$ cat config.mk
export PLATFORM = sky130hd
export DESIGN_NAME = tkvs_sqrt
export DESIGN_NICKNAME = d
export VERILOG_FILES = /design/src/rtl/core/tkvs_pkg.sv /design/src/rtl/core/tkvs_sqrt.sv
export SDC_FILE = /design/constraint.sdc
export NUM_CORES = 1
export LEC_CHECK = 0
export BUFFER_PORTS_ARGS = -buffer_cell sky130_fd_sc_hd__clkbuf_2
export CAP_MARGIN = 20
export CORE_ASPECT_RATIO = 1.25
export CORE_MARGIN = 4
export CORE_UTILIZATION = 39
export CTS_CLUSTER_SIZE = 28
export DETAILED_ROUTE_END_ITERATION = 10
export GPL_TIMING_DRIVEN = 1
export HOLD_SLACK_MARGIN = 0.12
export PLACE_DENSITY_LB_ADDON = 0.05
export SLEW_MARGIN = 10
export SYNTH_ARGS = -nofsm -noshare
export SYNTH_HDL_FRONTEND = slang
export SYNTH_SLANG_ARGS = --single-unit
$ cat constraint.sdc
create_clock -name clock -period 16.1 [get_ports clock]
set_input_delay 0 -clock clock [delete_from_list [all_inputs] [get_ports clock]]
set_output_delay 0 -clock clock [all_outputs]
set_load 0.02 [all_outputs]
$ cat src/rtl/core/tkvs_pkg.sv
// Package for the top-K vector similarity search block.
// Holds sizes, codes, the hit-list entry and cell control types, and the rank compare.
// No dependencies.
package tkvs_pkg;

   localparam int MAX_DIM    = 256;
   localparam int MAX_KEEP   = 16;
   localparam int DIM_IDX_W  = $clog2(MAX_DIM);
   localparam int QCNT_W     = $clog2(MAX_DIM + 2);
   localparam int FILL_W     = $clog2(MAX_KEEP + 1);

   localparam int KIND_W     = 2;
   localparam int ID_W       = 32;
   localparam int VALUE_W    = 16;
   localparam int RANK_W     = 4;
   localparam int SCORE_W    = 32;
   localparam int STATUS_W   = 2;
   localparam int LEN_W      = 9;
   localparam int KEEP_W     = 5;

   localparam int ACC_W      = 48;
   localparam int ROOT_W     = ACC_W / 2;
   localparam int DVD_W      = 64;
   localparam int DIV_CNT_W  = $clog2(DVD_W);
   localparam int COS_SHIFT  = 15;
   localparam int COS_MAG_W  = COS_SHIFT + 2;
   localparam int COS_ONE    = 32768;

   localparam int CSR_DATA_W = 32;
   localparam int CSR_ADDR_W = 4;

   localparam logic [LEN_W-1:0]  VECTOR_LENGTH_RESET = LEN_W'(MAX_DIM);
   localparam logic [KEEP_W-1:0] KEEP_COUNT_RESET    = KEEP_W'(MAX_KEEP);
   localparam logic              METRIC_COSINE       = 1'b0;
   localparam logic              METRIC_EUCLID       = 1'b1;

   typedef enum logic [KIND_W-1:0] {
      KIND_QUERY  = 2'd0,
      KIND_RECORD = 2'd1,
      KIND_END    = 2'd2,
      KIND_UNUSED = 2'd3
   } kind_type;

   typedef enum logic [STATUS_W-1:0] {
      STATUS_HIT      = 2'd0,
      STATUS_EMPTY    = 2'd1,
      STATUS_MISMATCH = 2'd2
   } status_type;

   typedef enum logic [1:0] {
      REG_VECTOR_LENGTH = 2'd0,
      REG_KEEP_COUNT    = 2'd1,
      REG_METRIC_MODE   = 2'd2
   } reg_index_type;

   typedef struct packed {
      logic                      valid;
      logic signed [SCORE_W-1:0] score;
      logic [ID_W-1:0]           id;
   } entry_type;

   typedef struct packed {
      logic                      insert;
      logic                      shift;
      logic                      clear;
      logic                      mode;
      logic signed [SCORE_W-1:0] score;
      logic [ID_W-1:0]           id;
   } cell_ctl_type;

   function automatic logic better(input logic mode, input logic signed [SCORE_W-1:0] a,
                                   input logic signed [SCORE_W-1:0] b);
      logic result;
      if (mode == METRIC_COSINE) begin
         result = a > b;
      end else begin
         result = a < b;
      end
      return result;
   endfunction

endpackage

$ cat src/rtl/core/tkvs_sqrt.sv
// Integer square root unit, two radicand bits per cycle.
// Depends on tkvs_pkg.
module tkvs_sqrt (
   input  logic                        clock,
   input  logic                        reset,
   input  logic                        start,
   input  logic [tkvs_pkg::ACC_W-1:0]  operand,
   output logic                        done,
   output logic [tkvs_pkg::ROOT_W-1:0] root
);
   import tkvs_pkg::*;

   logic             busy_ff, done_ff;
   logic [ACC_W-1:0] rem_ff, root_ff, bit_ff, trial;

   assign trial = root_ff + bit_ff;
   assign done  = done_ff;
   assign root  = root_ff[ROOT_W-1:0];

   always_ff @(posedge clock) begin
      if (reset) begin
         busy_ff <= 1'b0;
         done_ff <= 1'b0;
      end else begin
         done_ff <= busy_ff && bit_ff[0];
         if (start) begin
            busy_ff <= 1'b1;
         end else if (busy_ff && bit_ff[0]) begin
            busy_ff <= 1'b0;
         end
      end
   end

   always_ff @(posedge clock) begin
      if (start) begin
         rem_ff  <= operand;
         root_ff <= '0;
         bit_ff  <= ACC_W'(1) << (ACC_W - 2);
      end else if (busy_ff) begin
         if (rem_ff >= trial) begin
            rem_ff  <= rem_ff - trial;
            root_ff <= (root_ff >> 1) + bit_ff;
         end else begin
            root_ff <= root_ff >> 1;
         end
         bit_ff <= bit_ff >> 2;
      end
   end

endmodule

### Word-level counts from Yosys, hierarchy flattened

Index checks and enable logic that the tools add are counted.

* bits in registers: 122
* bits of input ports: 51
* output and inout bits: 25

* $add $sub $neg: 3
* magnitude comparators: 1
* mux-type cells: 6
* reductions and logical operators: 5

Operator list (count)
* two-way mux 48 bit: 4
* adder 47 x 47 -> 48 bit: 1
* adder 48 x 47 -> 48 bit: 1
* >= comparator 48 bit: 1
* subtractor 48 bit: 1
* nonzero test 2 bit: 3
* two-way mux 1 bit: 2
* AND reduction 2 bit: 1
* logical AND 1 bit: 1

### Depth between registers and ports, before layout

* word-level depth: 5
* mapped depth: 22
* depth with buffers taken out: 21

### Worst setup path before layout

Ideal clock, no wire load.

* path kind: register to register
* start: register root_ff[10]
* end: register rem_ff[0] (enable)
* setup time: 0.520 ns
* arrival: 7.426 ns
* data required time: 15.580 ns
* setup slack: 8.154 ns
* cell stages (with the launch flop): 19
* buffers on the path: 1
* period minus slack after synthesis: 7.946 ns
* cells stage by stage: dfxtp_1 > ha_1 > nand4_1 > or3_1 > or3_1 > nand4_1 > nand3_2 > a21boi_1 > o311ai_1 > mux2_1 > a2111oi_2 > ha_1 > nand4_1 > o21ai_1 > nand2b_1 > o22a_1 > nand2_8 > buf_6 > o21ai_0

* word-level cells in the longest chain between the ends: 4

RTL lines
* from (decl): RTL line tkvs_sqrt.sv:14 `logic [ACC_W-1:0] rem_ff, root_ff, bit_ff, trial;`
* from (signal assigned): RTL line tkvs_sqrt.sv:42 `root_ff <= (root_ff >> 1) + bit_ff;`
* from (signal assigned): RTL line tkvs_sqrt.sv:44 `root_ff <= root_ff >> 1;`
* adder 48 x 47 -> 48 bit: RTL line tkvs_sqrt.sv:16 `assign trial = root_ff + bit_ff;`
* >= comparator 48 bit: RTL line tkvs_sqrt.sv:40 `if (rem_ff >= trial) begin`
* nonzero test 2 bit (no line)
* AND reduction 2 bit (no line)
* to (signal assigned): RTL line tkvs_sqrt.sv:36 `rem_ff <= operand;`
* to (signal assigned): RTL line tkvs_sqrt.sv:41 `rem_ff <= rem_ff - trial;`
* to (decl): RTL line tkvs_sqrt.sv:14

No other way between the ends.
A chain may end at the register's enable or synchronous reset.

### Worst setup path after layout

* start: register root_ff[32]
* end: register rem_ff[47] (enable)

The elaborated chain is that of the path after synthesis.

==> impl_metrics.tcl <==
set metrics [dict create \
    status "complete, no violations" \
    layout-drive-gt1-share 0.111 \
    first_iter_violations 540 \
    mostFrequentLayoutCell "nand2_1" \
    portBuffers 75 \
    fin_crit_sh 0.377 \
    p_leak_nw 5.03 \
    period_needed_ns 6.08 \
    gp_congestion 0.872 \
    grt_pass1_vias 10700 \
    htree_levels 4 \
    vias 10600 \
    syn-num-nets 1552 \
    rsz0062_at_grt "no" \
    tightest_slew_ns 1.06 \
    ioPinCount 76 \
    core_area_mm2 0.0286 \
    layout_common_cells "153 x nand2_1, 121 x nor2_1, 98 x ha_1" \
    grt_use_total 0.222 \
    die_h_um 199 \
    die-area_mm2 0.0319 \
    clk_latency_ns 0.43 \
    tns_ns 0 \
    fin_nets 1614 \
    arrival_ns 6.14 \
    setup_viol 0 \
    power_density_mw_per_mm2 169 \
    post-route-util 0.454 \
    firstDrtPassIters 7 \
    synth_edf_count 48 \
    root_buffer "clkbuf_16" \
    areaGrowthSynthToFinish_pct 14.1 \
    syn-cell-area_mm2 0.0114 \
    max_freq_ghz 0.165 \
    die_w_um 161 \
    post_drt_via_cell_ratio 5.66 \
    cts_sinks 122 \
    synth_ff_type "dfxtp_1" \
    worst_ep_required_time_ns 16.16 \
    path_max_fanout 48 \
    maxCapViolCount 0 \
    rows 69 \
    ys_seq_elements 122 \
    syn_area_per_cell_um2 8.11 \
    dp_hpwl_um 26800 \
    multi_input_area_mm2 0.00785 \
    regArea_mm2 0.00293 \
    start_util 0.398 \
    hold_violations 0 \
    synthCells 1402 \
    numCtsBuffers 17 \
    vdd.ir_drop.worst_uv 94.4 \
    cts_max_path_buffers 2 \
    clock_skew_ns 0.0124 \
    cp-start-kind "flop" \
    cts_tree "yes" \
    antenna_cells 0 \
    ant_nets 0 \
    end_kind "flop" \
    path_clk_slew_ns 0.06 \
    path_class "reg -> reg" \
    post_cts_buffers 0 \
    timing.slew.headroom 0.296 \
    grt_max_degree 92 \
    hp-class "in -> reg" \
    wl_per_cell_um 19.0 \
    fill_cells 2911 \
    async_flop_share 0 \
    drv_slew 0 \
    overflow 0 \
    ys_seq_area_frac 0.257 \
    yosysUniqueCellTypes 88 \
    ys_warn_count 0 \
    drcViolationCount 0 \
    antenna_found_initial 0 \
    wl_um 35400 \
    grt_pass1_wl_um 56800 \
]
==> flip-flops by register name, indices dropped and copies added (netlist names) <==
signal,cells
rem_ff,48
root_ff,48
bit_ff,24
busy_ff,1
done,1
==> metal layers <==
layer  up-vias  routed length (µm)  global-route usage
li1       5332                   -                   -
met1      4976               15100               0.261
met2       208               18400               0.418
met3        45                1080              0.0298
met4         0                 809              0.0695
met5         -                   0                   0
==> metrics by stage <==
| stage | setup slack [ns] | power [mW] | hold WS [ns] | cell area [µm²] | std cells |
|---|---|---|---|---|---|
| 6_report | 10.02 | 2.18 | 0.285 | 13000 | 1867 |
| 3_5_place_dp | 10.03 | 1.77 | 0.178 | 11800 | 1783 |
| 5_1_grt | 9.51 | 2.36 | 0.297 | 13000 | 1867 |
| 4_1_cts | 10.01 | 2.20 | 0.266 | 13000 | 1867 |
| 2_1_floorplan | 8.15 | 1.47 | 0.0711 | 11400 | 1402 |
| 3_3_place_gp | 10.12 | 1.78 | 0.175 | 11800 | 1783 |
==> critical path, cell delays in order (launching register included) <==
cell and delay (ns):
dfxtp_1 0.52, ha_1 0.33, a31o_2 0.27, a31o_2 0.28, a31oi_1 0.29, o21ai_0 0.25
nor2b_1 0.20, o311ai_1 0.39, mux2_1 0.38, a2111oi_2 0.39, ha_1 0.27, nand4_1 0.14
o21ai_1 0.37, nand2b_1 0.19, o22a_1 0.16, buf_4 0.27, nand2_8 0.19, o21ai_4 0.16
buf_4 0.58
==> power breakdown <==
part	switching [mW]	leakage, nW	internal, mW	total (mW)
registers	0.0785	1.09	0.434	0.512
logic	0.786	3.64	0.488	1.27
clock network	0.156	0.300	0.243	0.399
==> cells by family after synthesis <==
group                      count (synthesis)  share of synthesized area
buffers and inverters                    124                     0.0532
adders and majority gates                 99                      0.110
muxes                                     35                     0.0313
and+or+nand+nor                          485                      0.206
xor gates and xnor gates                 111                     0.0856
DFF                                      122                      0.257
AOI/OAI and AO/OA                        426                      0.257
==> cells in the mapped netlist, drive strengths merged, types with 12 or more instances <==
master  instances  share of area
nor2b          19          0.010
a31o           13          0.010
a211oi         31          0.021
a21o           29          0.019
o21ai         108          0.048
nand3          42          0.020
mux2i          31          0.027
nand2         154          0.052
o21bai         15         0.0099
xor2           60          0.046
nand4          26          0.014
and3           17         0.0094
ha             98           0.11
edfxtp         48           0.13
dfxtp          74           0.13
nor2          122          0.041
o31ai          16          0.011
nor3           40          0.018
a311oi         12         0.0098
a21oi          78          0.037
a31oi          43          0.024
buf            45          0.027
xnor2          51          0.039
o211ai         17          0.012
clkbuf         48          0.016
inv            30         0.0099
==> path summary, 6_finish.rpt <==
| kind | startpoint | to | slack [ns] | depth (start not counted) |
|---|---|---|---|---|
| worst min register to register | bit_ff[0] | done | 0.50 | 2 |
| worst max-delay path | root_ff[32] | rem_ff[47] | 10.02 | 18 |
| worst min-delay path | reset | busy_ff | 0.29 | 3 |
| worst max register to register | root_ff[32] | rem_ff[47] | 10.02 | 18 |
==> layout make-up <==
class | instances | share of cell area
multi-input cells | 1156 | 0.606
flip-flops and latches | 122 | 0.226
repair buffers | 136 | 0.0748
clock buffers | 25 | 0.0432
well taps | 390 | 0.0376
inverters | 31 | 0.00898
clock inverters | 7 | 0.00376
==> what timing repair did <==
item | CTS | global route
hold buffers | 52 | 0
endpoints found under the hold margin | 81 | 0
resized for setup | 0 | 0
(Power assumes the default switching activity.)
