$ cat config.mk
export PLATFORM = sky130hd
export DESIGN_NAME = tkvs_div
export DESIGN_NICKNAME = d
export VERILOG_FILES = /design/src/rtl/core/tkvs_pkg.sv /design/src/rtl/core/tkvs_div.sv
export SDC_FILE = /design/constraint.sdc
export NUM_CORES = 1
export LEC_CHECK = 0
export BUFFER_PORTS_ARGS = -buffer_cell sky130_fd_sc_hd__buf_2
export CORE_AREA = 5 5 146 148
export CTS_CLUSTER_SIZE = 20
export DETAILED_ROUTE_END_ITERATION = 10
export DIE_AREA = 0 0 151 153
export HOLD_SLACK_MARGIN = 0.06
export PLACE_DENSITY_LB_ADDON = 0.1
export SYNTH_ARGS = -nofsm -noshare
export SYNTH_HDL_FRONTEND = slang
export SYNTH_SLANG_ARGS = --single-unit
$ cat constraint.sdc
create_clock -name clock -period 3 [get_ports clock]
set_clock_uncertainty 0.2 [all_clocks]
set_input_delay 0.15 -clock clock [delete_from_list [all_inputs] [get_ports clock]]
set_output_delay 0.15 -clock clock [all_outputs]
set_load 0.05 [all_outputs]
$ cat src/rtl/core/tkvs_pkg.sv
// Package for the top-K vector similarity search block.
// Holds sizes, codes, the hit-list entry and cell control types, and the rank compare.
// No dependencies.
package tkvs_pkg;

   localparam int MAX_DIM    = 256;
   localparam int MAX_KEEP   = 16;
   localparam int DIM_IDX_W  = $clog2(MAX_DIM);
   localparam int QCNT_W     = $clog2(MAX_DIM + 2);
   localparam int FILL_W     = $clog2(MAX_KEEP + 1);

   localparam int KIND_W     = 2;
   localparam int ID_W       = 32;
   localparam int VALUE_W    = 16;
   localparam int RANK_W     = 4;
   localparam int SCORE_W    = 32;
   localparam int STATUS_W   = 2;
   localparam int LEN_W      = 9;
   localparam int KEEP_W     = 5;

   localparam int ACC_W      = 48;
   localparam int ROOT_W     = ACC_W / 2;
   localparam int DVD_W      = 64;
   localparam int DIV_CNT_W  = $clog2(DVD_W);
   localparam int COS_SHIFT  = 15;
   localparam int COS_MAG_W  = COS_SHIFT + 2;
   localparam int COS_ONE    = 32768;

   localparam int CSR_DATA_W = 32;
   localparam int CSR_ADDR_W = 4;

   localparam logic [LEN_W-1:0]  VECTOR_LENGTH_RESET = LEN_W'(MAX_DIM);
   localparam logic [KEEP_W-1:0] KEEP_COUNT_RESET    = KEEP_W'(MAX_KEEP);
   localparam logic              METRIC_COSINE       = 1'b0;
   localparam logic              METRIC_EUCLID       = 1'b1;

   typedef enum logic [KIND_W-1:0] {
      KIND_QUERY  = 2'd0,
      KIND_RECORD = 2'd1,
      KIND_END    = 2'd2,
      KIND_UNUSED = 2'd3
   } kind_type;

   typedef enum logic [STATUS_W-1:0] {
      STATUS_HIT      = 2'd0,
      STATUS_EMPTY    = 2'd1,
      STATUS_MISMATCH = 2'd2
   } status_type;

   typedef enum logic [1:0] {
      REG_VECTOR_LENGTH = 2'd0,
      REG_KEEP_COUNT    = 2'd1,
      REG_METRIC_MODE   = 2'd2
   } reg_index_type;

   typedef struct packed {
      logic                      valid;
      logic signed [SCORE_W-1:0] score;
      logic [ID_W-1:0]           id;
   } entry_type;

   typedef struct packed {
      logic                      insert;
      logic                      shift;
      logic                      clear;
      logic                      mode;
      logic signed [SCORE_W-1:0] score;
      logic [ID_W-1:0]           id;
   } cell_ctl_type;

   function automatic logic better(input logic mode, input logic signed [SCORE_W-1:0] a,
                                   input logic signed [SCORE_W-1:0] b);
      logic result;
      if (mode == METRIC_COSINE) begin
         result = a > b;
      end else begin
         result = a < b;
      end
      return result;
   endfunction

endpackage

$ cat src/rtl/core/tkvs_div.sv
// Restoring divider, one quotient bit per cycle.
// Depends on tkvs_pkg.
module tkvs_div (
   input  logic                       clock,
   input  logic                       reset,
   input  logic                       start,
   input  logic [tkvs_pkg::DVD_W-1:0] dividend,
   input  logic [tkvs_pkg::ACC_W-1:0] divisor,
   output logic                       done,
   output logic [tkvs_pkg::DVD_W-1:0] quotient
);
   import tkvs_pkg::*;

   logic                 busy_ff, done_ff, last_step, fits;
   logic [DIV_CNT_W-1:0] cnt_ff;
   logic [DVD_W-1:0]     quo_ff;
   logic [ACC_W:0]       rem_ff, rem_sh;
   logic [ACC_W-1:0]     dvs_ff;

   assign rem_sh    = {rem_ff[ACC_W-1:0], quo_ff[DVD_W-1]};
   assign fits      = rem_sh >= {1'b0, dvs_ff};
   assign last_step = cnt_ff == DIV_CNT_W'(DVD_W - 1);
   assign done      = done_ff;
   assign quotient  = quo_ff;

   always_ff @(posedge clock) begin
      if (reset) begin
         busy_ff <= 1'b0;
         done_ff <= 1'b0;
         cnt_ff  <= '0;
      end else begin
         done_ff <= busy_ff && last_step;
         if (start) begin
            busy_ff <= 1'b1;
            cnt_ff  <= '0;
         end else if (busy_ff) begin
            cnt_ff <= cnt_ff + 1'b1;
            if (last_step) begin
               busy_ff <= 1'b0;
            end
         end
      end
   end

   always_ff @(posedge clock) begin
      if (start) begin
         quo_ff <= dividend;
         rem_ff <= '0;
         dvs_ff <= divisor;
      end else if (busy_ff) begin
         rem_ff <= fits ? rem_sh - {1'b0, dvs_ff} : rem_sh;
         quo_ff <= {quo_ff[DVD_W-2:0], fits};
      end
   end

endmodule

* After elaboration in Yosys (flattened, before gate mapping)
Index checks and enable logic that the tools add are counted.
Word-level totals: bits in registers 168, input bits 115, output and inout port bits 65, word-level logic and storage cells 19
Operators by class: $add $sub $neg 2, order comparisons 1, equality and inequality tests 1, multiplexer cells 6, reduce and logical (&&, ||, !) cells 3
Operators with widths (number):
- 2-to-1 mux 64 bit | 2
- >= comparator 49 x 48 -> 1 bit | 1
- 2-to-1 mux 48 bit | 1
- subtractor 48 bit | 1
- adder 6 x 1 -> 6 bit (second input constant) | 1
- == test 6 bit (second input constant) | 1
- 2-to-1 mux 1 bit | 3
- nonzero test 2 bit | 1
- OR reduction 2 bit | 1
- logical AND 1 bit | 1

* Depth between registers and ports, before layout
depth in word-level cells 4, mapped depth 15

* Worst setup path after synthesis
No wires, ideal clock.
path kind register to register, from register quo_ff[63] (netlist: quotient[63]), to register rem_ff[44], setup time 141 ps, data arrival time 3053 ps, required time 2659 ps, setup slack -395 ps, cell stages (with the launch flop) 14, path buffers 0, period minus slack after synthesis 3395 ps, path through edfxtp_1 -> inv_1 -> ha_1 -> fa_1 -> nand2b_1 -> a21oi_1 -> o211ai_1 -> a211oi_1 -> o22ai_1 -> o21ai_1 -> nand2_1 -> a31oi_1 -> mux2i_1 -> a311oi_1
On the way: cells in the longest elaborated chain, start to end 2
RTL lines:
- start, declared | RTL line tkvs_div.sv:16 | logic [DVD_W-1:0] quo_ff;
- start signal, assigned | RTL line tkvs_div.sv:47 | quo_ff <= dividend;
- start signal, assigned | RTL line tkvs_div.sv:52 | quo_ff <= {quo_ff[DVD_W-2:0], fits};
- subtractor 48 bit / >= comparator 49 x 48 -> 1 bit (equally long branches) | RTL line tkvs_div.sv:51, tkvs_div.sv:21
- 2-to-1 mux 48 bit (*) | RTL line tkvs_div.sv:51 | rem_ff <= fits ? rem_sh - {1'b0, dvs_ff} : rem_sh;
- end signal, assigned | RTL line tkvs_div.sv:51
- end, declared | RTL line tkvs_div.sv:17 | logic [ACC_W:0] rem_ff, rem_sh;
Every way passes the cells marked *; elsewhere a longest branch is shown, timed or not. A chain may end at the register's enable or synchronous reset.

* Final worst setup path
from register dvs_ff[1], to register rem_ff[27]
On the way: cells in the longest elaborated chain, start to end 2
RTL lines:
- start, declared | RTL line tkvs_div.sv:18 | logic [ACC_W-1:0] dvs_ff;
- start signal, assigned | RTL line tkvs_div.sv:49 | dvs_ff <= divisor;
- subtractor 48 bit / >= comparator 49 x 48 -> 1 bit (equally long branches) | RTL line tkvs_div.sv:51, tkvs_div.sv:21
- 2-to-1 mux 48 bit (*) | RTL line tkvs_div.sv:51
Marked as above.

==> results.sh <==
export IMPL_fin_crit_sh_pct=101
export IMPL_numCtsBuffers=17
export IMPL_fillerInstances=1515
export IMPL_totalWireLength_microns=27000
export IMPL_r2r_cells=12
export IMPL_worstPathCellList="inv_1 > ha_1 > nor2b_1 > o21bai_2 > a2111oi_4 > nor3_4 > buf_4 > o21a_1 > o311ai_2 > xor2_1 > nand2_1 > a311oi_1"
export IMPL_layout_cells_non_filler=1629
export IMPL_p_per_area_nw_per_um2=546
export IMPL_clkPwrFrac_pct=28.9
export IMPL_regArea_sq_um=4490
export IMPL_root_buffer="clkbuf_16"
export IMPL_layout_drive_gt1_share_pct=36.6
export IMPL_setup_slack_ns=-0.0219
export IMPL_fin_total_pwr_mw=7.61
export IMPL_die_y_microns=153
export IMPL_critPathTopFamily="compound AO/OA/AOI/OAI gates"
export IMPL_tightest_slew_ns=0.525
export IMPL_path_buf_inv=2
export IMPL_drv_cap=0
export IMPL_post_dp_hpwl_microns=17800
export IMPL_drc_errors=0
export IMPL_setup_viol=5
export IMPL_crit_fanout=3
export IMPL_worstHoldStart="divisor[36]"
export IMPL_r2r_end="rem_ff[27]"
export IMPL_antenna_found_initial=0
export IMPL_worstSetupEndpointType="flop"
export IMPL_path_class="reg -> reg"
export IMPL_synth_cells=958
export IMPL_status="finished with violations"
export IMPL_cts_clk_slew_worst_paths_ns=0.07
export IMPL_post_dp_cell_area_sq_um=11500
export IMPL_clock_latency_ns=0.44
export IMPL_area_delta_synth_final_pct=46.0
export IMPL_nNetsFinal=1511
export IMPL_synth_area_sq_um=9540
export IMPL_grt_max_degree=65
export IMPL_clock_sinks=168
export IMPL_p_comb_share_pct=33.8
export IMPL_final_common_cell="buf_2"
export IMPL_whs_path_depth=2
export IMPL_numPortBuffers=179
export IMPL_grt_pass1_wl_microns=42700
export IMPL_switching_share_pct=34.2
export IMPL_multi_input_area_sq_um=5160
export IMPL_fmax_mhz=331
export IMPL_crit_required_ns=3.14
export IMPL_async_flop_share_pct=0
export IMPL_max_stage_delay_ns=0.42
export IMPL_power_internal_mw=5.01
export IMPL_syn_avg_cell_area_sq_um=9.95
export IMPL_cp_data_arrival_time_ns=3.17
export IMPL_num_vias=8661
export IMPL_violations="setup timing"
export IMPL_die_w_microns=151
export IMPL_p_seq_share_pct=37.4
export IMPL_fin_setup_tns_ns=-0.0601
export IMPL_drt_vias_per_instance=5.32
export IMPL_coreArea_sq_um=19900
export IMPL_synth_seq_cells=168
export IMPL_fp_row_count=52
export IMPL_num_antenna_cells=0
export IMPL_relSlewSlack_pct=65.0
export IMPL_cts_tree="built"
export IMPL_fin_area_sq_um=13900
export IMPL_holdWs_ns=0.224
export IMPL_cts_buffer_depth=2
export IMPL_wl_per_cell_microns=16.6
export IMPL_power_switching_mw=2.60
export IMPL_cts_max_level=4
export IMPL_r2r_slack_ns=-0.02
export IMPL_rsz0062_at_grt="true"
export IMPL_final_antenna_net_count=0
export IMPL_utilization_pct=69.9
export IMPL_dp_cells=1473
export IMPL_ios=180
export IMPL_yosys_warnings=0
export IMPL_hold_viol_final=0
export IMPL_r2r_start="dvs_ff[1]"
export IMPL_hp_class="in -> reg"
export IMPL_mostFrequentLayoutCells="buf_2 (178), dlygate4sd3_1 (114), edfxtp_1 (112), buf_4 (111), nand2_1 (99)"
export IMPL_die_area_sq_um=23100
export IMPL_syn_num_nets=1123
export IMPL_routabilityCongestion=0.887
export IMPL_grtUsageTotal_pct=22.8
export IMPL_first_pass_iters=5
export IMPL_ys_dominant_reg_cell="edfxtp_1"
export IMPL_grt_overflow_total=0
export IMPL_post_place_ws_ns=-0.221
export IMPL_start_util_pct=47.9
export IMPL_slew_violations=0
export IMPL_synth_edff_count=112
export IMPL_fin_crit_ns=3.02
export IMPL_synth_cell_types=56
export IMPL_irDropWorstVdd_mv=0.427
export IMPL_min_to="dvs_ff[36]"
export IMPL_start_kind="flop"
export IMPL_ys_seq_area_share_pct=47.0
export IMPL_drt_iter0_markers=464
export IMPL_crit_slowest_cell="a2111oi_4"
export IMPL_grt_pass1_vias=8642
export IMPL_p_leak_nw=6.03
-- what timing repair did --
action	4_1_cts	5_1_grt
gates cloned	0	3
pin swaps	25	23
hold endpoints to repair	135	0
hold buffers	114	0
setup buffers	2	6
resized for setup	38	78
endpoints found under the setup margin	49	48
-- final cells by class --
type                            instances  share of cell area, %
Timing Repair Buffer                  419                   22.4
Clock buffer                           18                   3.08
Sequential cell                       168                   32.2
Inverter                               63                   1.70
Multi-Input combinational cell        677                   37.0
Tap cell                              270                   2.43
Clock inverter                         14                   1.11
-- sequential cells by signal, indices dropped and copies added, names as in the netlist --
| register | count |
|---|---|
| dvs_ff | 48 |
| cnt_ff | 6 |
| rem_ff | 48 |
| quotient | 64 |
| done | 1 |
| busy_ff | 1 |
-- layer usage --
layer / vias up / track usage, % / part of all wire (%) / routed length [microns]
met5: - / 0 / 0 / 0
met3: 34 / 5.98 / 6.1 / 1660
met4: 0 / 6.74 / 1.8 / 494
met1: 4121 / 30.7 / 44 / 12000
li1: 4246 / - / - / -
met2: 260 / 36.2 / 48 / 12900
-- how the worst max path moves through the flow --
| stage | start | endpoint | slack [ns] | depth (start not counted) |
|---|---|---|---|---|
| after floorplan | quotient[63] | rem_ff[44] | -0.18 | 13 |
| after global placement | dvs_ff[16] | rem_ff[10] | -0.14 | 12 |
| after detailed placement | dvs_ff[15] | rem_ff[10] | -0.22 | 12 |
| after CTS | dvs_ff[10] | rem_ff[35] | -0.002 | 12 |
| after global routing | dvs_ff[1] | rem_ff[27] | -0.17 | 12 |
| final | dvs_ff[1] | rem_ff[27] | -0.02 | 12 |
-- kinds of logic (layout without fill, tap and decap cells) --
logic type               Yosys count  in the layout  share of synthesized area, %
AO/OA/AOI/OAI                    228            228                          16.1
multiplexers                      70             70                          8.19
XOR/XNOR                          42             42                          3.86
buffers and inverters            113            514                          4.66
AND/OR/NAND/NOR                  287            287                          13.5
adder cells (fa/ha/maj)           50             50                          6.64
flip-flops                       168            168                          47.0
-- power by group through the flow --
| stage | registers, mW | logic, mW | clock network [mW] |
|---|---|---|---|
| detailed placement | 2.88 | 2.14 | 0 |
| global placement | 2.87 | 2.13 | 0 |
| CTS | 2.84 | 2.33 | 2.25 |
| global route | 2.87 | 2.77 | 2.35 |
| finish | 2.84 | 2.57 | 2.20 |
| floorplan | 3.18 | 1.10 | 0 |
-- worst reg2reg max path: stages, from the launching register on --
cell and delay, ns:
edfxtp_1 0.39, inv_1 0.06, ha_1 0.30, nor2b_1 0.24, o21bai_2 0.14, a2111oi_4 0.42, nor3_4 0.09, buf_4 0.15
o21a_1 0.22, o311ai_2 0.25, xor2_1 0.17, nand2_1 0.07, a311oi_1 0.24
-- Yosys cell counts, types with 3 or more instances --
cell type  instances  area [sq um]
xor2_1            14           123
and2_1             8          50.1
a211oi_1           9          67.6
a21o_1            27           203
o22ai_1            3          18.8
ha_1              49           613
o21ai_1           10          50.1
nor2_1            79           297
nor2b_1            3          18.8
mux2_2            64           721
dfxtp_1           56          1120
nor3_1             9          45.0
clkbuf_1          37           139
or3_1              5          31.3
nand3b_1           3          22.5
o21a_1             9          67.6
nand2_1          120           450
nand4_1           12          75.1
nand2b_1          12          75.1
edfxtp_1         112          3360
o211a_1            3          30.0
o21ai_0           24           120
a21oi_1           60           300
o41ai_1            3          26.3
a31oi_1            9          56.3
o211ai_1          10          75.1
buf_2             10          50.1
o31ai_1            3          22.5
nand3_1           11          55.1
and3_1            14          87.6
o21bai_1           9          67.6
mux2i_1            6          60.1
inv_1             63           236
a311oi_1          34           298
xnor2_1           28           245
nor3b_1            4          30.0
Note: power is estimated with default switching activity, not from simulation.
