`src/rtl/core/tkvs_pkg.sv`:
```
// Package for the top-K vector similarity search block.
// Holds sizes, codes, the hit-list entry and cell control types, and the rank compare.
// No dependencies.
package tkvs_pkg;

   localparam int MAX_DIM    = 256;
   localparam int MAX_KEEP   = 16;
   localparam int DIM_IDX_W  = $clog2(MAX_DIM);
   localparam int QCNT_W     = $clog2(MAX_DIM + 2);
   localparam int FILL_W     = $clog2(MAX_KEEP + 1);

   localparam int KIND_W     = 2;
   localparam int ID_W       = 32;
   localparam int VALUE_W    = 16;
   localparam int RANK_W     = 4;
   localparam int SCORE_W    = 32;
   localparam int STATUS_W   = 2;
   localparam int LEN_W      = 9;
   localparam int KEEP_W     = 5;

   localparam int ACC_W      = 48;
   localparam int ROOT_W     = ACC_W / 2;
   localparam int DVD_W      = 64;
   localparam int DIV_CNT_W  = $clog2(DVD_W);
   localparam int COS_SHIFT  = 15;
   localparam int COS_MAG_W  = COS_SHIFT + 2;
   localparam int COS_ONE    = 32768;

   localparam int CSR_DATA_W = 32;
   localparam int CSR_ADDR_W = 4;

   localparam logic [LEN_W-1:0]  VECTOR_LENGTH_RESET = LEN_W'(MAX_DIM);
   localparam logic [KEEP_W-1:0] KEEP_COUNT_RESET    = KEEP_W'(MAX_KEEP);
   localparam logic              METRIC_COSINE       = 1'b0;
   localparam logic              METRIC_EUCLID       = 1'b1;

   typedef enum logic [KIND_W-1:0] {
      KIND_QUERY  = 2'd0,
      KIND_RECORD = 2'd1,
      KIND_END    = 2'd2,
      KIND_UNUSED = 2'd3
   } kind_type;

   typedef enum logic [STATUS_W-1:0] {
      STATUS_HIT      = 2'd0,
      STATUS_EMPTY    = 2'd1,
      STATUS_MISMATCH = 2'd2
   } status_type;

   typedef enum logic [1:0] {
      REG_VECTOR_LENGTH = 2'd0,
      REG_KEEP_COUNT    = 2'd1,
      REG_METRIC_MODE   = 2'd2
   } reg_index_type;

   typedef struct packed {
      logic                      valid;
      logic signed [SCORE_W-1:0] score;
      logic [ID_W-1:0]           id;
   } entry_type;

   typedef struct packed {
      logic                      insert;
      logic                      shift;
      logic                      clear;
      logic                      mode;
      logic signed [SCORE_W-1:0] score;
      logic [ID_W-1:0]           id;
   } cell_ctl_type;

   function automatic logic better(input logic mode, input logic signed [SCORE_W-1:0] a,
                                   input logic signed [SCORE_W-1:0] b);
      logic result;
      if (mode == METRIC_COSINE) begin
         result = a > b;
      end else begin
         result = a < b;
      end
      return result;
   endfunction

endpackage

```
`src/rtl/core/tkvs_cell.sv`:
```
// One cell of the sorted hit list: holds one entry and trades it with its neighbors.
// Depends on tkvs_pkg.
module tkvs_cell (
   input  logic                   clock,
   input  logic                   reset,
   input  tkvs_pkg::cell_ctl_type ctl,
   input  tkvs_pkg::entry_type    left_entry,
   input  logic                   left_take,
   input  tkvs_pkg::entry_type    right_entry,
   input  logic                   right_take,
   output tkvs_pkg::entry_type    entry,
   output logic                   take
);
   import tkvs_pkg::*;

   logic                      valid_ff, valid_in;
   logic signed [SCORE_W-1:0] score_ff, score_in;
   logic [ID_W-1:0]           id_ff, id_in;

   // A new score passes this cell if it beats it and every cell behind it.
   assign take = (!valid_ff || better(ctl.mode, ctl.score, score_ff)) && right_take;
   assign entry = '{valid: valid_ff, score: score_ff, id: id_ff};

   always_comb begin
      valid_in = valid_ff;
      score_in = score_ff;
      id_in    = id_ff;
      if (ctl.clear) begin
         valid_in = 1'b0;
      end else if (ctl.insert) begin
         if (left_take) begin
            valid_in = left_entry.valid;
            score_in = left_entry.score;
            id_in    = left_entry.id;
         end else if (take) begin
            valid_in = 1'b1;
            score_in = ctl.score;
            id_in    = ctl.id;
         end
      end else if (ctl.shift) begin
         valid_in = right_entry.valid;
         score_in = right_entry.score;
         id_in    = right_entry.id;
      end
   end

   always_ff @(posedge clock) begin
      if (reset) begin
         valid_ff <= 1'b0;
      end else begin
         valid_ff <= valid_in;
      end
   end

   always_ff @(posedge clock) begin
      score_ff <= score_in;
      id_ff    <= id_in;
   end

endmodule

```
`config.mk`:
```
export PLATFORM = sky130hd
export DESIGN_NAME = tkvs_cell
export DESIGN_NICKNAME = d
export VERILOG_FILES = /design/src/rtl/core/tkvs_pkg.sv /design/src/rtl/core/tkvs_cell.sv
export SDC_FILE = /design/constraint.sdc
export NUM_CORES = 1
export LEC_CHECK = 0
export ABC_AREA = 1
export BUFFER_PORTS_ARGS = -buffer_cell sky130_fd_sc_hd__buf_2
export CAP_MARGIN = 20
export CORE_ASPECT_RATIO = 1.2
export CORE_UTILIZATION = 36
export CTS_CLUSTER_SIZE = 16
export DETAILED_ROUTE_END_ITERATION = 12
export PLACE_DENSITY = 0.83
export SYNTH_ARGS = -nofsm -noshare
export SYNTH_HDL_FRONTEND = slang
export SYNTH_SLANG_ARGS = --single-unit
```
`constraint.sdc`:
```
create_clock -name clock -period 5.7 [get_ports clock]
set_clock_uncertainty 0.05 [all_clocks]
set_input_delay 1.14 -clock clock [delete_from_list [all_inputs] [get_ports clock]]
set_output_delay 1.14 -clock clock [all_outputs]
set_load 0.02 [all_outputs]
```
# Yosys cells after proc, flatten, opt, wreduce, memory -nomap -nowiden
# Cells that the tools add are included.
[op_classes] order_cmp=2 bitwise_logic=1 n_reduce_logical=7 muxes=13 n_eq_ne=1
[ops] operator="2-to-1 mux 32 bit" count=8
[ops] operator="greater-than comparator 32 bit" count=1
[ops] operator="< comparator 32 bit" count=1
[ops] operator="2-to-1 mux 1 bit" count=5
[ops] operator="!= test 3 x 1 -> 1 bit, second input constant" count=1
[ops] operator="AND reduction 3 bit" count=1
[ops] operator="AND reduction 2 bit" count=1
[ops] operator="nonzero test 2 bit" count=1
[ops] operator="OR reduction 2 bit" count=1
[ops] operator="logical AND 1 bit" count=1
[ops] operator="logical NOT 1 bit" count=1
[ops] operator="logical OR 1 bit" count=1
[ops] operator="inverter 1 bit" count=1
[totals] out_inout_bits=66 input_bits=202 elab_cells=27 ff_bits=65

# Depth between registers and ports, before layout
# Gate-level depths: netlist of the first run.
[logic_depth] word_depth=7 mapped_depth=22 depth_no_buf=22

# Least setup slack after synthesis of the first run
# No wires, ideal clock.
[synth_path] path_kind="input -> register" startpoint="in ctl[63] (netlist bit)" endpoint="reg id_ff[0], enable pin" required_time_ns=5.163 path_stages=14 path_slack_ns=0.066 path_buffers=0 arrival_time_ns=5.097 setup_time_ns=0.487 path_cell_list="ha_1 nand2_1 nor2_1 and2_1 and3_2 nand2_2 nand2_1 nand2_1 nand3_1 nand3_1 nand2_1 nand2_1 nand2_2 nor2_1"
[synth_via] elab_chain_len=6 word_cells_on_any_way=7 cone_classes="order compare (2); eq/ne (1); mux (1); reduce/logical (3)"
[synth_lines] item="start, declared" line_no="tkvs_cell.sv:6" text="input tkvs_pkg::cell_ctl_type ctl,"
[synth_lines] item="greater-than comparator 32 bit or < comparator 32 bit (tied branches)" line_no="tkvs_pkg.sv:75, tkvs_pkg.sv:77"
[synth_lines] item="2-to-1 mux 1 bit *" line_no="tkvs_pkg.sv:74" text="if (mode == METRIC_COSINE) begin"
[synth_lines] item="logical OR 1 bit *" line_no="tkvs_cell.sv:21" text="assign take = (!valid_ff || better(ctl.mode, ctl.score, score_ff)) && right_take;"
[synth_lines] item="logical AND 1 bit *" line_no="tkvs_cell.sv:21"
[synth_lines] item="!= test 3 x 1 -> 1 bit (no line) *"
[synth_lines] item="AND reduction 3 bit (no line) *"
[synth_lines] item="end signal, assigned" line_no="tkvs_cell.sv:57" text="id_ff <= id_in;"
[synth_lines] item="end, declared" line_no="tkvs_cell.sv:18" text="logic [ID_W-1:0] id_ff, id_in;"
# Mark *: on every way between the ends. The rest lies on a longest branch, timed or not.
# A chain may end at the register's enable or synchronous reset.

# Worst setup path in the final report of the first run
[layout_path] startpoint="in ctl[63] (netlist bit)" endpoint="out take"
[layout_via] elab_chain_len=4 word_cells_on_any_way=5 cone_classes="order compare (2); mux (1); reduce/logical (2)"
[layout_lines] item="greater-than comparator 32 bit or < comparator 32 bit (tied branches)" line_no="tkvs_pkg.sv:75, tkvs_pkg.sv:77"
[layout_lines] item="2-to-1 mux 1 bit *" line_no="tkvs_pkg.sv:74"
[layout_lines] item="logical OR 1 bit *" line_no="tkvs_cell.sv:21"
[layout_lines] item="logical AND 1 bit *" line_no="tkvs_cell.sv:21"
[layout_lines] item="end, declared" line_no="tkvs_cell.sv:12" text="output logic take"
# Marks and branches as above.

==> metrics.md, run 1 <==
| Metric | Value |
|---|---|
| Yosys top cell by area | `edfxtp_1` |
| Status | `finished, final reports clean` |
| Clock Sinks | `65` |
| Cells along the critical path | `buf_2 > ha_1 > a21oi_1 > o21a_1 > nand2_1 > a21oi_1 > nand2_1 > nand2_1 > nand3_1 > nand3_1 > nand2_1 > inv_1 > buf_2` |
| FFs w/ async S/R, synth | `0%` |
| Yosys warning total | `0` |
| Initial DRC Count | `roughly 190` |
| Die Height | `between 100 and 150 um` |
| Synth top area share | `between 40% and 50%` |
| Reg area | `approximately 0.0019 mm^2` |
| DR WL/cell | `13.1 um` |
| Setup crit end kind | `output port` |
| Starting Density | `about 38%` |
| Port buffer count | `around 270` |
| Final Max Slew Viols | `0` |
| Die Wd | `98.6 um` |
| Fin crit share | `a little over two thirds` |
| Top post-synthesis cells by area | `edfxtp_1, nand2_1, ha_1` |
| Row Count | `between 40 and 50` |
| Least-Margin Pin Slew | `~0.69 ns` |
| Cts hold-fix bufs | `0` |
| Worst reg-to-reg setup slack | `approximately 2.8 ns` |
| CTS tree | `done` |
| Post-synth EDFFs | `64` |
| Worst Path Buf+Inv | `3` |
| Layout area overhead | `43.6%` |
| Crit path depth | `13` |
| Finished Core Util | `between 50% and 60%` |
| Synthesized flop and latch total | `65` |
| Worst Path Max Fanout | `5` |
| Overflow after GRT | `0` |
| CTS root buf | `clkbuf_16` |
| First-pass GRT wire length | `between 15000 and 20000 um` |
| Slew HR | `a little over half` |
| Total core area | `0.0107 mm^2` |
| Antenna violations before repair | `3` |
| Mapped Area | `~0.0040 mm^2` |
| Min Tclk post-route | `around 4 ns` |
| Share of layout cells above drive strength 1 | `38.0%` |
| Leakage | `around 3.1 nW` |
| Worst-Skew Late Latency | `0.32 ns` |
| Post-Syn Nets | `740` |
| Final WL | `11800 um` |
| Max-cap violation count | `0` |
| Max Freq | `about 0.25 GHz` |
| Final Hold Viols | `0` |
| Final net count | `approximately 1000` |
| RSZ-0062 raised after global routing | `no` |
| Setup Fix Bufs, Post-CTS | `0` |
| Placed cells | `roughly 890` |
| Post-route insts no fill | `903` |
| Syn Inst Count | `~510` |
| Reg-to-Reg End | `id_ff[20]` |
| Ports | `between 200 and 300` |
| # setup viols final | `0` |
| Sequential area share after synthesis | `~48%` |
| Fillcell total | `1014` |
| Startpoint types | `input port` |
| Critical path's most frequent cell | `nand2_1` |
| Arr. time, crit path | `roughly 2.8 ns` |
| RePlAce Congestion | `a little under 0.8` |
| Setup crit end | `take` |
| Via count | `approximately 4300` |
| Synth Flop Type | `edfxtp_1` |
| Setup TNS | `0 ns` |
| Tot GR Track Use | `a little over 20%` |
| Pin count of the biggest net entering global routing | `66` |
| DPL Wire Length | `approximately 9000 um` |
| RR Startpoint | `score_ff[31]` |
| Die ar. | `approximately 0.012 mm^2` |
| Worst reg2reg path depth | `15` |
| DRC | `0` |
| Required @ worst endpoint | `4.51 ns` |
| CTS buffer count | `9` |
| Crit path launch | `ctl[63]` |
| Critical Path Max Stage Delay | `approximately 0.35 ns` |
| Syn Area/Cell | `7.97 um^2` |
| Pwr Density | `around 240 mW/mm^2` |
| Via-to-Cell Ratio | `4.78` |
| Top Family by Delay on Critical Path | `compound AO/OA/AOI/OAI gates` |
| Final ANT Viol Nets | `0` |
| Clk buf depth | `2` |
| H-Tree Depth | `3` |
| VDD IR max | `~0.16 mV` |
| Drt first pass iters | `4` |
| Area occupied by multi-input gates | `0.00186 mm^2` |
| Vias in the first global route | `4219` |
| Critical path's slowest cell | `ha_1` |
| Post-cts sizing count | `0` |
| Setup CP Type | `in -> out` |
| Worst-path clk slew | `~0.05 ns` |
| HP Class | `reg -> reg` |
| Post-synthesis cell type count | `23` |
==> synth_stat cells (all sizes together) (2+ instances only) <==
cell type / n
nand2: 233
edfxtp: 64
a21oi: 15
nor2: 15
ha: 32
a21o: 2
o21a: 2
o21ai: 3
clkbuf: 16
nand3: 70
inv: 43
buf: 5
==> registers in the layout (all words and copies together) (netlist names) <==
register and count:
id_ff 32, score_ff 32, valid_ff 1
==> routing by layer <==
metal	global-route usage (%)	wire (um)
met3	7.01	1100
met5	0	26
met4	7.84	329
met1	20.4	4330
met2	39.5	6040
==> metrics by stage <==
step / hold WS (ns) / setup slack [ns] / instance area [um^2] / power [mW]
detailed placement: 0.521 / 1.63 / 5490 / 0.904
finish: 0.535 / 1.68 / 5790 / 1.41
global route: 0.546 / 1.41 / 5790 / 1.48
floorplan: 0.452 / 0.0656 / 4030 / 0.765
global placement: 0.510 / 1.66 / 5490 / 0.896
CTS: 0.531 / 1.63 / 5770 / 1.43
==> report_power, final <==
part | internal (mW) | leakage, nW | total (mW) | switching (mW)
combinational | 0.128 | 2.29 | 0.310 | 0.182
clock | 0.333 | 0.136 | 0.515 | 0.182
sequential | 0.572 | 0.623 | 0.584 | 0.0121
==> worst min-delay path, stage by stage, from the launching register on <==
cell and delay, ns:
dfxtp_1 0.34, inv_1 0.06, nand2_1 0.05, nand2_1 0.05
nor2_1 0.04
==> kinds of logic after synthesis <==
kind of cell	after synthesis	share of synthesized area, %
AO/OA/AOI/OAI	23	3.20
AND/OR/NAND/NOR	322	32.7
buffers and inverters	64	6.05
adder cells (fa/ha/maj)	32	9.93
flip-flops	65	48.2
==> worst min path at each step <==
stage / slack (ns) / from / endpoint / cells past startpoint
2_1_floorplan: 0.45 / valid_ff / valid_ff / 4
3_3_place_gp: 0.51 / valid_ff / valid_ff / 4
3_5_place_dp: 0.52 / valid_ff / valid_ff / 4
4_1_cts: 0.53 / valid_ff / valid_ff / 4
5_1_grt: 0.55 / valid_ff / valid_ff / 4
6_report: 0.54 / valid_ff / valid_ff / 4
==> layout make-up <==
cell class	instances	share of cell area [%]
clock buffers	11	4.02
clock inverters	5	0.799
multi-input cells	377	32.1
diodes	1	0.0432
repair buffers	272	23.9
flip-flops and latches	65	33.5
well taps	129	2.79
inverters	43	2.79
==> layout by cell type (no fill, tap or decap), types with 2 or more instances in the layout <==
cell type	n
a21oi_1	15
clkinv_1	3
clkbuf_1	2
nor2_1	13
edfxtp_1	64
o21a_1	2
a21o_1	2
buf_2	267
inv_1	39
o21ai_0	2
ha_1	32
nand2_1	230
inv_2	4
nor2_4	2
buf_4	4
nand3_1	70
clkbuf_16	9
nand2_2	3
Power figures use the tool's default switching activity.
==> inputs of run 2 (changes only) <==
Clock period 5.7 ns to 3.25 ns, I/O delays scaled along.
==> metrics.md, run 2 (synthesis gave the netlist of run 1 again) <==
| Metric | Value |
|---|---|
| Status | `finished, final reports clean` |
| Grt met2 use | `around 41%` |
| RePlAce Congestion | `slightly above 0.8` |
| Pwr Density | `approximately 440 mW/mm^2` |
| Starting Density | `approximately 38%` |
| Hold Startpoint | `valid_ff` |
| Max Freq | `about 0.34 GHz` |
| Ports | `~270` |
| Via count | `about 4300` |
| Crit path launch | `score_ff[19]` |
| H-Tree Depth | `3` |
| Final ANT Viol Nets | `0` |
| M3 GR Usage | `approximately 4.6%` |
| Power, Total | `about 2.7 mW` |
| Fin crit share | `roughly nine tenths` |
| DRC | `0` |
| Worst Path Max Fanout | `3` |
| First-pass GRT wire length | `19400 um` |
| Placed cells | `between 800 and 900` |
| CTS root buf | `clkbuf_16` |
| Share of layout cells above drive strength 1 | `approximately two fifths` |
| Setup Fix Bufs, Post-CTS | `0` |
| Vias in the first global route | `~4200` |
| Final Hold Viols | `0` |
| Worst-Skew Late Latency | `between 0.3 and 0.4 ns` |
| Max-cap violation count | `0` |
| M1 GR Usage | `23.1%` |
| Final Max Slew Viols | `0` |
| Worst Hold Slack | `approximately 0.49 ns` |
| Die Height | `118 um` |
| Startpoint types | `flop` |
| Drt first pass iters | `4` |
| Port buffer count | `approximately 270` |
| Gr busiest metal | `met2` |
| Row Count | `41` |
| Antenna violations before repair | `2` |
| Post-route insts no fill | `approximately 910` |
| Top Registers | `id_ff (32), score_ff (32), valid_ff (1)` |
| Clock Sinks | `65` |
| Required @ worst endpoint | `2.55 ns` |
| Cts hold-fix bufs | `0` |
| Total core area | `between 0.01 and 0.015 mm^2` |
| Worst-path clk slew | `~0.050 ns` |
| Via-to-Cell Ratio | `between 4 and 5` |
| VDD IR max | `between 0.2 and 0.3 mV` |
| Arr. time, crit path | `around 2.2 ns` |
| DR WL/cell | `13.5 um` |
| Die Wd | `~99 um` |
| Overflow after GRT | `0` |
| RR Startpoint | `score_ff[19]` |
| Tot GR Track Use | `a little over a fifth` |
| # setup viols final | `0` |
| Setup CP Type | `reg -> out` |
| Post-cts sizing count | `0` |
| Initial DRC Count | `158` |
| Finished Core Util | `between 50 and 60%` |
| Clk buf depth | `2` |
| RSZ-0062 raised after global routing | `no` |
| Commonest non-fill, non-tap cell in the layout | `buf_2` |
| Most frequent cells in the layout | `buf_2, nand2_1, nand3_1` |
| Setup TNS | `0 ns` |
| Least-Margin Pin Slew | `just under 0.7 ns` |
| Min Tclk post-route | `just under 3 ns` |
| Final net count | `~1000` |
| Setup crit end kind | `output port` |
| Leakage | `just over 3 nW` |
| Slew HR | `roughly 54%` |
| HP Class | `reg -> reg` |
| Pin count of the biggest net entering global routing | `65` |
| CTS tree | `done` |
| Die ar. | `~0.012 mm^2` |
| DPL Wire Length | `9780 um` |
| CTS buffer count | `9` |
| Layout area overhead | `50.6%` |
| Final WL | `approximately 12000 um` |
## run 2: cell count changes in the layout (fill, tap and decap cells not counted), sizes merged
cell,delta
buf,+2
bufinv,+2
clkinv,-2
diode,+1
clkbuf,-1
clkinvlp,+1
## run 2: path summary, 6_finish.rpt
check | to | slack [ns] | depth (start not counted)
max reg2reg | id_ff[20] | 0.61 | 16
min | valid_ff | 0.49 | 4
max | take | 0.33 | 14
min reg2reg | valid_ff | 0.49 | 4
## run 2: layer usage
layer / wire (um) / part of all wire [%]
met1: 4720 / 39
met2: 6450 / 53
met3: 867 / 7.1
met4: 196 / 1.6
met5: 0 / 0
## run 2: power by group
part           leakage [nW]  internal (mW)  switching (mW)
Sequential            0.623           1.00          0.0209
Combinational          2.31          0.245           0.334
Clock                 0.160          0.745           0.338
## run 2: worst max-delay path, cell delays in order, from the launching register on
cell      delay, ns
edfxtp_1       0.41
inv_1          0.11
ha_4           0.20
nand2_1        0.08
a21oi_1        0.05
o21ai_1        0.17
nand2_1        0.10
a21oi_2        0.21
nand2_1        0.09
nand2_1        0.07
nand3_1        0.07
nand3_1        0.08
nand2_1        0.06
inv_1          0.04
buf_2          0.16
## run 2: area by class of cell
cell class	count	area (um^2)
timing repair buffer	274	1410
inverter	43	161
fill	978	4650
clock buffer	10	229
multi-input combinational	377	2050
antenna	2	5.00
clock inverter	6	106
sequential	65	1940
tap	129	161
## run 2: through the flow
stage          instance area [um^2]  setup slack (ns)
2_1_floorplan                  4230           -0.0281
3_3_place_gp                   5730             0.346
3_5_place_dp                   5730             0.291
4_1_cts                        6070             0.285
5_1_grt                        6070            0.0580
6_report                       6070             0.325
==> inputs of run 3 (changes only) <==
Settings changed: CORE_ASPECT_RATIO 1.2 to 1.25, PLACE_DENSITY 0.83 to 0.8.
Clock period 3.25 ns to 3.1 ns, I/O delays scaled along.
==> metrics.md, run 3 (synthesis gave the netlist of run 1 again) <==
| Metric | Value |
|---|---|
| Row Count | `42` |
| Final Max Slew Viols | `0` |
| DRC | `0` |
| Die Height | `about 120 um` |
| Max Freq | `0.345 GHz` |
| Flop pwr share | `between 40% and 50%` |
| Combinational share of power | `approximately 23%` |
| Via-to-Cell Ratio | `~4.7` |
| Share of layout cells above drive strength 1 | `40.6%` |
| Pin count of the biggest net entering global routing | `65` |
| Worst Path Max Fanout | `5` |
| Area occupied by multi-input gates | `0.00205 mm^2` |
| Min Tclk post-route | `between 2 and 3 ns` |
| Most frequent cells in the layout | `buf_2, nand2_1, nand3_1` |
| Commonest non-fill, non-tap cell in the layout | `buf_2` |
| CTS root buf | `clkbuf_16` |
| Slew HR | `52.8%` |
| DP Worst Slack | `~0.18 ns` |
| Switch share | `around 27%` |
| Leakage | `about 3.1 nW` |
| Startpoint types | `input port` |
| Design Area, Final | `between 0.006 and 0.007 mm^2` |
| Top Registers | `id_ff (32), score_ff (32), valid_ff (1)` |
| Drt first pass iters | `4` |
| Final ANT Viol Nets | `0` |
| Final Hold Viols | `0` |
| Overflow after GRT | `0` |
| CTS tree | `done` |
| Critical Path Max Stage Delay | `slightly below 0.3 ns` |
| CTS buffer count | `9` |
| Status | `finished, final reports clean` |
| Pwr Density | `~440 mW/mm^2` |
| First-pass GRT wire length | `18700 um` |
| Final WL | `about 12000 um` |
| Final net count | `1003` |
| Post-cts sizing count | `0` |
| Initial DRC Count | `between 150 and 200` |
| Crit path launch | `ctl[63]` |
| Fillcell total | `1008` |
| Ports | `268` |
| Cts hold-fix bufs | `0` |
| Worst-path clk slew | `roughly 0.050 ns` |
| Final WS setup | `0.203 ns` |
| Total core area | `between 0.01 and 0.015 mm^2` |
| Setup Fix Bufs, Post-CTS | `0` |
| Sw Pwr | `a little over 0.7 mW` |
| Layout area overhead | `49.3%` |
| Max-cap violation count | `0` |
| RR Startpoint | `score_ff[25]` |
| Setup crit end | `take` |
| Setup CP Type | `in -> out` |
| Crit path depth | `14` |
| Required @ worst endpoint | `2.43 ns` |
| Antenna violations before repair | `1` |
| Clock share of power | `36.0%` |
| Via count | `4293` |
| Reg-to-Reg End | `id_ff[31]` |
| Reg area | `approximately 0.002 mm^2` |
| Clock Sinks | `65` |
| Worst Path Buf+Inv | `3` |
| Cells along the critical path | `buf_2 > ha_4 > nand2_2 > nor2_1 > and2_1 > and3_4 > nand2_2 > nand2_1 > nand2_1 > nand3_1 > nand3_1 > nand2_1 > inv_1 > buf_2` |
| Critical path's slowest cell | `ha_4` |
| Die Wd | `approximately 97 um` |
| Area after DPL | `~0.0057 mm^2` |
| Cell internal pwr | `1.92 mW` |
| Fin crit share | `93.5%` |
| Die ar. | `approximately 0.012 mm^2` |
| DPL Wire Length | `just over 9000 um` |
| DR WL/cell | `around 13 um` |
| Top Family by Delay on Critical Path | `simple AND/OR/NAND/NOR gates` |
| Worst-Skew Late Latency | `0.32 ns` |
| Worst reg2reg path depth | `16` |
| Clk buf depth | `2` |
| Vias in the first global route | `4200` |
| Arr. time, crit path | `2.23 ns` |
| # setup viols final | `0` |
| Starting Density | `between 30% and 40%` |
| Critical path's most frequent cell | `nand2_1` |
| VDD IR max | `roughly 0.30 mV` |
| RePlAce Congestion | `about 0.76` |
| H-Tree Depth | `3` |
| Setup crit end kind | `output port` |
| Least-Margin Pin Slew | `0.709 ns` |
| Worst reg-to-reg setup slack | `about 0.52 ns` |
| RSZ-0062 raised after global routing | `no` |
| Tot GR Track Use | `about a fifth` |
| Port buffer count | `between 200 and 300` |
| Worst Hold Slack | `0.474 ns` |
| HP Class | `in -> reg` |
==> run 3: cell count changes in the layout (fill, tap and decap cells not counted), sizes merged <==
cell / previous run / this run
buf: 274 / 273
bufinv: 3 / 1
clkinv: 2 / 4
clkinvlp: 1 / 0
diode: 2 / 1
==> run 3: how the worst min path moves through the flow <==
| stage | start | endpoint | cells after the start |
|---|---|---|---|
| 6_report | reset | valid_ff | 4 |
| 5_1_grt | reset | valid_ff | 4 |
| 4_1_cts | reset | valid_ff | 4 |
| 3_5_place_dp | valid_ff | valid_ff | 4 |
| 3_3_place_gp | valid_ff | valid_ff | 4 |
| 2_1_floorplan | valid_ff | valid_ff | 4 |
==> run 3: area by class of cell <==
class,instances,area share (%)
multi-input cells,377,34.1
flip-flops and latches,65,32.3
repair buffers,273,23.6
clock buffers,10,3.80
well taps,132,2.74
inverters,43,2.68
clock inverters,5,0.790
diodes,1,0.0416
==> run 3: worst register-to-register path: stages, from the launching register on <==
cell	delay (ns)
edfxtp_1	0.38
inv_1	0.07
ha_1	0.24
a21oi_1	0.17
o21ai_1	0.09
nand2_1	0.07
nand2_1	0.07
a21oi_2	0.17
nand2_1	0.10
nand2_1	0.07
nand3_1	0.06
nand3_1	0.08
nand2_1	0.08
nand2_1	0.08
nand2_2	0.09
nor2_4	0.17
buf_12	0.23
==> run 3: per-stage QoR <==
step                      setup TNS, ns  power, mW  utilization (%)  std cells
final                                 0       2.62             56.2        906
after global routing                  0       2.76             56.1        905
after CTS                             0       2.66             56.1        905
after detailed placement              0       1.70             53.5        890
after global placement                0       1.69             53.5        890
after floorplan                   -9.48       1.43                -        506
==> run 3: power by group through the flow <==
stage | combinational (mW) | sequential (mW) | clock [mW]
after CTS | 0.615 | 1.07 | 0.968
final | 0.607 | 1.07 | 0.944
after global routing | 0.680 | 1.08 | 1.00
after global placement | 0.599 | 1.09 | 0
after floorplan | 0.256 | 1.17 | 0
after detailed placement | 0.612 | 1.09 | 0
==> run 3: layer usage <==
layer  vias up  track usage, %  wire [um]
met5         -               0          0
met4         0            6.44        176
met3        14            5.61        893
met2       180            38.2       6140
met1      1911            21.7       4440
li1       2188               -          -
